File: config.mk
export PLATFORM = sky130hd
export DESIGN_NAME = kmcr_matrix
export DESIGN_NICKNAME = d
export VERILOG_FILES = /design/src/hdl/keyboard_matrix_column_reader_assert.svh /design/src/hdl/kmcr_pkg.sv /design/src/hdl/kmcr_matrix.sv
export SDC_FILE = /design/constraint.sdc
export NUM_CORES = 1
export LEC_CHECK = 0
export BUFFER_PORTS_ARGS = -buffer_cell sky130_fd_sc_hd__buf_2
export CAP_MARGIN = 5
export CORE_ASPECT_RATIO = 1.75
export CORE_MARGIN = 2
export CORE_UTILIZATION = 52
export CTS_CLUSTER_SIZE = 16
export DETAILED_ROUTE_END_ITERATION = 7
export GPL_ROUTABILITY_DRIVEN = 0
export PLACE_DENSITY = 0.77
export SYNTH_ARGS = -nofsm -noshare
export SYNTH_HDL_FRONTEND = slang
export SYNTH_SLANG_ARGS = --single-unit
File: constraint.sdc
create_clock -name clk -period 1.9 [get_ports clk]
set_input_delay 0.38 -clock clk [delete_from_list [all_inputs] [get_ports clk]]
set_output_delay 0.38 -clock clk [all_outputs]
set_load 0.01 [all_outputs]
File: src/hdl/keyboard_matrix_column_reader_assert.svh
// Assertion macros shared by the keyboard matrix column reader modules.
`ifndef KEYBOARD_MATRIX_COLUMN_READER_ASSERT_SVH
`define KEYBOARD_MATRIX_COLUMN_READER_ASSERT_SVH

// Same-cycle implication, checked outside reset
`define KMCR_ASSERT_IMP(lbl, clk, rst_n, ante, cons) \
    lbl: assert property (@(posedge clk) disable iff (!rst_n) (ante) |-> (cons)) \
        else $error("kmcr assertion failed");

// Next-cycle implication, checked outside reset
`define KMCR_ASSERT_NEXT(lbl, clk, rst_n, ante, cons) \
    lbl: assert property (@(posedge clk) disable iff (!rst_n) (ante) |=> (cons)) \
        else $error("kmcr assertion failed");

`endif

File: src/hdl/kmcr_pkg.sv
// Shared constants and types of the keyboard matrix column reader.
package kmcr_pkg;

    localparam int KEY_COUNT = 128;
    localparam int KEY_IDX_W = $clog2(KEY_COUNT);
    localparam int MASK_W    = 64;

    localparam logic [2:0] FN_LOAD       = 3'd0;
    localparam logic [2:0] FN_KEY        = 3'd1;
    localparam logic [2:0] FN_PORT_WRITE = 3'd2;
    localparam logic [2:0] FN_PB_OUT     = 3'd3;
    localparam logic [2:0] FN_PB_READ    = 3'd4;

    localparam logic [7:0] COLUMN_PORT   = 8'h08;
    localparam int         UPPER_BIT     = 4;

    // Decoded item held in the processing stage
    typedef struct packed {
        logic [2:0] func;
        logic       code_zero;
        logic [7:0] port_number;
        logic [7:0] write_value;
    } op_t;

endpackage

File: src/hdl/kmcr_matrix.sv
// Matrix state (pending/active masks, column and nibble select) and line selection.
module kmcr_matrix (
    input  logic                        clk,
    input  logic                        rst_n,
    input  logic                        advance,
    input  kmcr_pkg::op_t               op,
    input  logic [kmcr_pkg::MASK_W-1:0] table_data,
    input  logic                        narrow_mode,
    output logic [3:0]                  lines
);

    logic [kmcr_pkg::MASK_W-1:0] pending_reg;
    logic [kmcr_pkg::MASK_W-1:0] pending_next;
    logic [kmcr_pkg::MASK_W-1:0] active_reg;
    logic [kmcr_pkg::MASK_W-1:0] active_next;
    logic [2:0]                  column_reg;
    logic [2:0]                  column_next;
    logic                        upper_reg;
    logic                        upper_next;
    logic [3:0]                  nibble;

    // Decode the item's effect on the matrix state
    always_comb
    begin
        pending_next = pending_reg;
        active_next  = active_reg;
        column_next  = column_reg;
        upper_next   = upper_reg;
        unique case (op.func)
            kmcr_pkg::FN_KEY:
            begin
                pending_next = op.code_zero ? '0 : table_data;
            end
            kmcr_pkg::FN_PORT_WRITE:
            begin
                if (op.port_number == kmcr_pkg::COLUMN_PORT)
                begin
                    if (op.write_value == 8'd0)
                    begin
                        active_next = pending_reg;
                    end
                    column_next = op.write_value[2:0];
                end
            end
            kmcr_pkg::FN_PB_OUT:
            begin
                upper_next = op.write_value[kmcr_pkg::UPPER_BIT];
            end
            default:
            begin
            end
        endcase
    end

    // Advance state once per transfer through the stage
    always_ff @(posedge clk or negedge rst_n)
    begin
        if (!rst_n)
        begin
            pending_reg <= '0;
            active_reg  <= '0;
            column_reg  <= '0;
            upper_reg   <= 1'b0;
        end
        else if (advance)
        begin
            pending_reg <= pending_next;
            active_reg  <= active_next;
            column_reg  <= column_next;
            upper_reg   <= upper_next;
        end
    end

    // Pick the nibble of the selected column and invert it
    assign nibble = narrow_mode ? {1'b0, column_reg} : {column_reg, upper_reg};
    assign lines  = ~active_reg[{nibble, 2'b00} +: 4];

endmodule

==> results_dict.tcl, run 1 <==
set metrics [dict create \
    status "finished, violations left" \
    violations "setup timing" \
    clkTransAtPathRegs_ns 0.06 \
    yosysWarnings 0 \
    post_dp_cell_area_sq_mm 0.00699 \
    grt_overflow 0 \
    drtPass1Iterations 4 \
    period_needed_ns 2.55 \
    clock_sinks 132 \
    fill_cells 876 \
    cap_violations 0 \
    die_area_sq_mm 0.0128 \
    antenna_cells 0 \
    die_h_um 148 \
    p_switching_mw 1.76 \
    syn_to_final_growth_pct 24.0 \
    htreeDepth 4 \
    report.final.slew_viol_count 0 \
    ff2ff_path_depth 3 \
    vias 4469 \
    port_buffers 91 \
    multiInputGateArea_sq_mm 0.00277 \
    p_leak_nw 3.63 \
    ys_seq_area_frac 0.533 \
    r2r-start "upper_reg" \
    rr_endpoint "upper_reg" \
    cts_tree "done" \
    clock_skew_ns 0.00687 \
    wl_per_cell_um 16.9 \
    setup_viol 4 \
    fin_nets 748 \
    tightest_slew_ns 0.467 \
    clk_latency_ns 0.42 \
    drtIter0Drc 200 \
    core_sq_mm 0.0116 \
    antenna_found_initial 0 \
    critPathLaunch "upper_reg" \
    pwr-share-seq 0.444 \
    switching_share 0.249 \
    die_w_um 86.5 \
    combPwrFrac 0.093 \
    ys_ff_latch 132 \
    clk_path_buf_depth 2 \
    maxSlewHeadroom 0.689 \
    worst_setup_path_start_kind "flip-flop" \
    rows 52 \
    cp_max_fo 12 \
    yosys.cell_types.count 42 \
    dp_cells 774 \
    yosys-top-cells-area "dfrtp_1 53%, mux2_2 11%, nand2b_1 6.5%, mux2i_1 5.8%, o21ai_0 5.3%" \
    cts_buffers 17 \
    rsz0062_at_grt "yes" \
    crit_type "flip-flop to output port" \
    hpwl_um 9730 \
    grt_start_max_net_pins 124 \
    synth_area_sq_mm 0.00619 \
    antenna_left 0 \
    fmax_ghz 0.393 \
    yosysTopAreaCellShare 0.533 \
    fin_area_sq_mm 0.00768 \
    grt_pass1_vias 4734 \
    clkPwrFrac 0.463 \
    grt_usage 0.228 \
    cp.required_ns 1.52 \
    remaining_drc_errors 0 \
    grt_pass1_wl_um 22700 \
    syn-instance-count 552 \
    hold_viol 0 \
    vias_per_cell 5.53 \
    io_pins 92 \
    layout-drive-gt1-share 0.361 \
    syn_nets 640 \
    p_int_mw 5.30 \
    rrSetupSlack_ns 0.72 \
    hold_path.class "primary input to flip-flop" \
    synth_top_area_cell "dfrtp_1" \
    avgSynthCellArea_sq_um 11.2 \
    instances_no_fill 808 \
    powerDensity_mw_per_mm2 919 \
    cp.arrival_ns 2.17 \
    crit_path_end "lines[1]" \
    root_buffer "clkbuf_16" \
    endpoint_kind "output port" \
    period_share 1.34 \
    start_util 0.535 \
    peakVddDrop_v 0.000744 \
    wl_um 13700 \
    setup_ws_ns -0.646 \
    seqCellArea_sq_mm 0.00330 \
]
==> worst max-delay path: stages (launching register included) <==
cell and delay (ns):
dfrtp_1 0.38, buf_12 0.15, buf_4 0.20, mux2i_1 0.23
a22oi_1 0.12, a21oi_1 0.21, nor2_1 0.09, o211ai_1 0.21
buf_2 0.17
==> stage by stage <==
| step | setup slack, ns | util | power [mW] | hold slack, ns | TNS, ns |
|---|---|---|---|---|---|
| floorplan | -0.0951 | - | 3.48 | 0.0844 | -0.175 |
| global placement | -0.248 | 0.604 | 3.80 | 0.331 | -0.834 |
| detailed placement | -0.370 | 0.604 | 3.83 | 0.341 | -2.93 |
| CTS | -0.633 | 0.658 | 7.10 | 0.193 | -2.41 |
| global route | -0.856 | 0.663 | 7.36 | 0.206 | -2.92 |
| finish | -0.646 | 0.663 | 7.06 | 0.202 | -2.42 |
==> timing repair <==
action / in CTS / in global routing
endpoints found under the hold margin: 26 / 0
pin swaps: 3 / 2
gates resized for setup: 7 / 12
cloned: 0 / 0
endpoints found under the setup margin: 4 / 4
setup buffers: 1 / 0
hold buffers: 1 / 0
==> power by group through the flow <==
stage,logic [mW],clock network [mW],registers (mW)
2_1_floorplan,0.350,0,3.13
3_3_place_gp,0.620,0,3.18
3_5_place_dp,0.648,0,3.19
4_1_cts,0.664,3.30,3.14
5_1_grt,0.758,3.44,3.16
6_report,0.660,3.27,3.14
==> final cells by class <==
type | instances | share of cell area
sequential | 132 | 0.430
multi-input combinational | 380 | 0.360
timing repair buffer | 128 | 0.110
clock buffer | 17 | 0.0554
clock inverter | 15 | 0.0220
tap | 135 | 0.0220
inverter | 1 | 0.000489
==> cell usage after synthesis <==
master	number
nor4bb_1	1
and2_4	1
or3_1	1
nor2_1	6
dfrtp_1	132
nand4bb_1	1
nor2b_4	1
mux4_2	2
mux2_1	5
o22ai_1	5
buf_1	2
o31a_1	1
and3_1	1
o21a_1	4
and2_1	2
a221oi_1	1
mux2_2	63
inv_1	1
a211oi_1	4
clkbuf_1	24
mux2i_1	36
a21oi_1	5
nand4b_1	1
or3b_2	1
buf_4	1
nor4_1	3
or2_1	1
o211ai_1	4
nand2_1	73
o21ai_0	65
nand2b_1	64
nor4b_1	1
a2111oi_0	2
buf_2	5
buf_6	7
a22oi_1	12
nand3b_1	1
nand3_1	2
nor2_4	1
o21ai_1	1
a22o_1	4
nor2b_1	4
==> cell families after synthesis <==
kind of cell,after synthesis,synth area share
flip-flops,132,0.533
buffers and inverters,40,0.0343
AND/OR/NAND/NOR,166,0.141
multiplexers,106,0.189
AO/OA/AOI/OAI,108,0.103
==> metal layers <==
metal | track usage | vias to the layer above | share of wire
met5 | 0 | - | 0
met4 | 0.0844 | 0 | 0.026
met3 | 0.0499 | 30 | 0.036
met2 | 0.423 | 99 | 0.57
met1 | 0.248 | 2191 | 0.37
li1 | - | 2149 | -
==> how the worst min path moves through the flow <==
| stage | start | endpoint | slack, ns | depth (start not counted) |
|---|---|---|---|---|
| floorplan | rst_n | active_reg[0] | 0.08 | 0 |
| global placement | rst_n | pending_reg[24] | 0.33 | 1 |
| detailed placement | rst_n | pending_reg[24] | 0.34 | 1 |
| CTS | table_data[9] | pending_reg[9] | 0.19 | 3 |
| global route | table_data[2] | pending_reg[2] | 0.21 | 3 |
| finish | table_data[9] | pending_reg[9] | 0.20 | 3 |
==> layout by cell type, fill, tap and decap left out, drive strengths merged, types with 3 or more instances in the layout <==
| master | instances |
|---|---|
| nand2 | 73 |
| and2 | 3 |
| o21a | 4 |
| mux2 | 68 |
| o211ai | 4 |
| o21ai | 66 |
| a22oi | 12 |
| buf | 127 |
| clkinvlp | 4 |
| inv | 8 |
| a21oi | 5 |
| clkbuf | 17 |
| a211oi | 4 |
| dfrtp | 132 |
| nand2b | 64 |
| nor2b | 5 |
| nor4 | 3 |
| nor2 | 7 |
| mux2i | 36 |
| a22o | 4 |
| o22ai | 5 |
No activity file was read; power rests on OpenSTA's default activity.
==> run 2: changes to the inputs <==
- CORE_UTILIZATION: 52 -> 57
- GPL_TIMING_DRIVEN: unset -> 1
- PLACE_DENSITY: 0.77 -> unset
- PLACE_DENSITY_LB_ADDON: unset -> 0.3
- clock period: 1.9 -> 2.5 ns (I/O delays scaled with it)
==> results_dict.tcl, run 2 (same netlist as run 1, synthesis figures left out) <==
set metrics [dict create \
    clock_skew_ns 0.00655 \
    place_ws_ns 0.0149 \
    final_common_cell "dfrtp_1" \
    vias_per_cell 5.59 \
    antenna_cells 0 \
    maxSlewHeadroom 0.490 \
    io_pins 92 \
    htreeDepth 4 \
    vias 4425 \
    endpoint_kind "output port" \
    post_dp_cell_area_sq_mm 0.00685 \
    wl_um 13400 \
    peakVddDrop_v 0.000656 \
    drtIter0Drc 234 \
    p_leak_nw 3.56 \
    start_util 0.582 \
    cap_violations 0 \
    fmax_ghz 0.374 \
    clk_latency_ns 0.42 \
    grt_overflow 0 \
    dp_cells 754 \
    wl_per_cell_um 16.9 \
    antenna_left 0 \
    instances_no_fill 791 \
    cp.arrival_ns 2.17 \
    antenna_found_initial 0 \
    rsz0062_at_grt "yes" \
    cts_tree "done" \
    violations "setup timing" \
    hold_path.class "primary input to flip-flop" \
    fin_area_sq_mm 0.00751 \
    layout_common_cells "131 x dfrtp_1, 90 x buf_2, 73 x nand2_1, 65 x o21ai_0, 64 x nand2b_1" \
    fill_cells 803 \
    die_area_sq_mm 0.0118 \
    syn_to_final_growth_pct 21.3 \
    die_w_um 82.8 \
    powerDensity_mw_per_mm2 714 \
    grt_start_max_net_pins 129 \
    grt_usage 0.241 \
    crit_type "flip-flop to output port" \
    clkTransAtPathRegs_ns 0.06 \
    grt_pass1_vias 4638 \
    drtPass1Iterations 4 \
    cp_max_fo 13 \
    clock_sinks 132 \
    grt_pass1_wl_um 22200 \
    core_sq_mm 0.0106 \
    fin_nets 736 \
    port_buffers 91 \
    root_buffer "clkbuf_16" \
    tightest_slew_ns 0.765 \
    status "finished, violations left" \
    hold_viol 0 \
    period_share 1.07 \
    post-route-util 0.706 \
    setup_ws_ns -0.174 \
    die_h_um 142 \
    setup_tns_ns -0.583 \
    hpwl_um 9310 \
    layout-drive-gt1-share 0.337 \
    setup_viol 4 \
    period_needed_ns 2.67 \
    report.final.slew_viol_count 0 \
    cp.required_ns 2.00 \
    remaining_drc_errors 0 \
    cts_buffers 17 \
    clk_path_buf_depth 2 \
    rows 50 \
    worst_setup_path_start_kind "flip-flop" \
]
[run 2: final timing paths]
check | to | start | slack [ns] | cells after the start
min in group asynchronous | pending_reg[44] | rst_n | 0.42 | 2
max reg2reg | column_reg[0] | column_reg[0] | 1.50 | 2
max | lines[3] | upper_reg | -0.17 | 7
max in group asynchronous | column_reg[0] | rst_n | 1.51 | 3
min reg2reg | pending_reg[18] | pending_reg[18] | 0.47 | 2
min | pending_reg[21] | table_data[21] | 0.33 | 3
[run 2: cell type report]
type | instances | area, sq um | share of cell area
clock inverters | 13 | 148 | 0.0197
flip-flops and latches | 132 | 3300 | 0.440
multi-input cells | 380 | 2720 | 0.362
well taps | 130 | 163 | 0.0216
inverters | 1 | 3.75 | 0.000500
repair buffers | 116 | 723 | 0.0963
clock buffers | 19 | 453 | 0.0603
[run 2: timing repair]
action | 4_1_cts | 5_1_grt
setup endpoints to repair | 4 | 4
endpoints found under the hold margin | 1 | 0
gates cloned | 0 | 0
pin swaps | 2 | 5
resized for setup | 8 | 1
buffers inserted | 4 | 0
hold buffers | 1 | 0
[run 2: through the flow]
step	power (mW)	hold slack, ns
floorplan	2.65	0.204
global placement	2.86	0.306
detailed placement	2.89	0.306
CTS	5.40	0.325
global route	5.60	0.330
finish	5.36	0.329
[run 2: metal layers]
| layer | wire length (um) | track usage | vias up |
|---|---|---|---|
| li1 | - | - | 2123 |
| met1 | 4940 | 0.262 | 2140 |
| met2 | 7480 | 0.441 | 117 |
| met3 | 425 | 0.0413 | 45 |
| met4 | 565 | 0.132 | 0 |
| met5 | 0 | 0 | - |
[run 2: worst max-delay path, stage by stage (launching register included)]
cell and delay [ns]:
dfrtp_1 0.39, buf_12 0.16, mux2i_1 0.19, nand2_1 0.08, a2111oi_1 0.39, nor2_1 0.10
o211ai_1 0.26, buf_2 0.18
[run 2: report_power, final]
group / internal, mW / total [mW] / switching (mW)
combinational: 0.239 / 0.490 / 0.251
clock: 1.53 / 2.48 / 0.950
sequential: 2.29 / 2.39 / 0.0962
total: 4.07 / 5.36 / 1.30
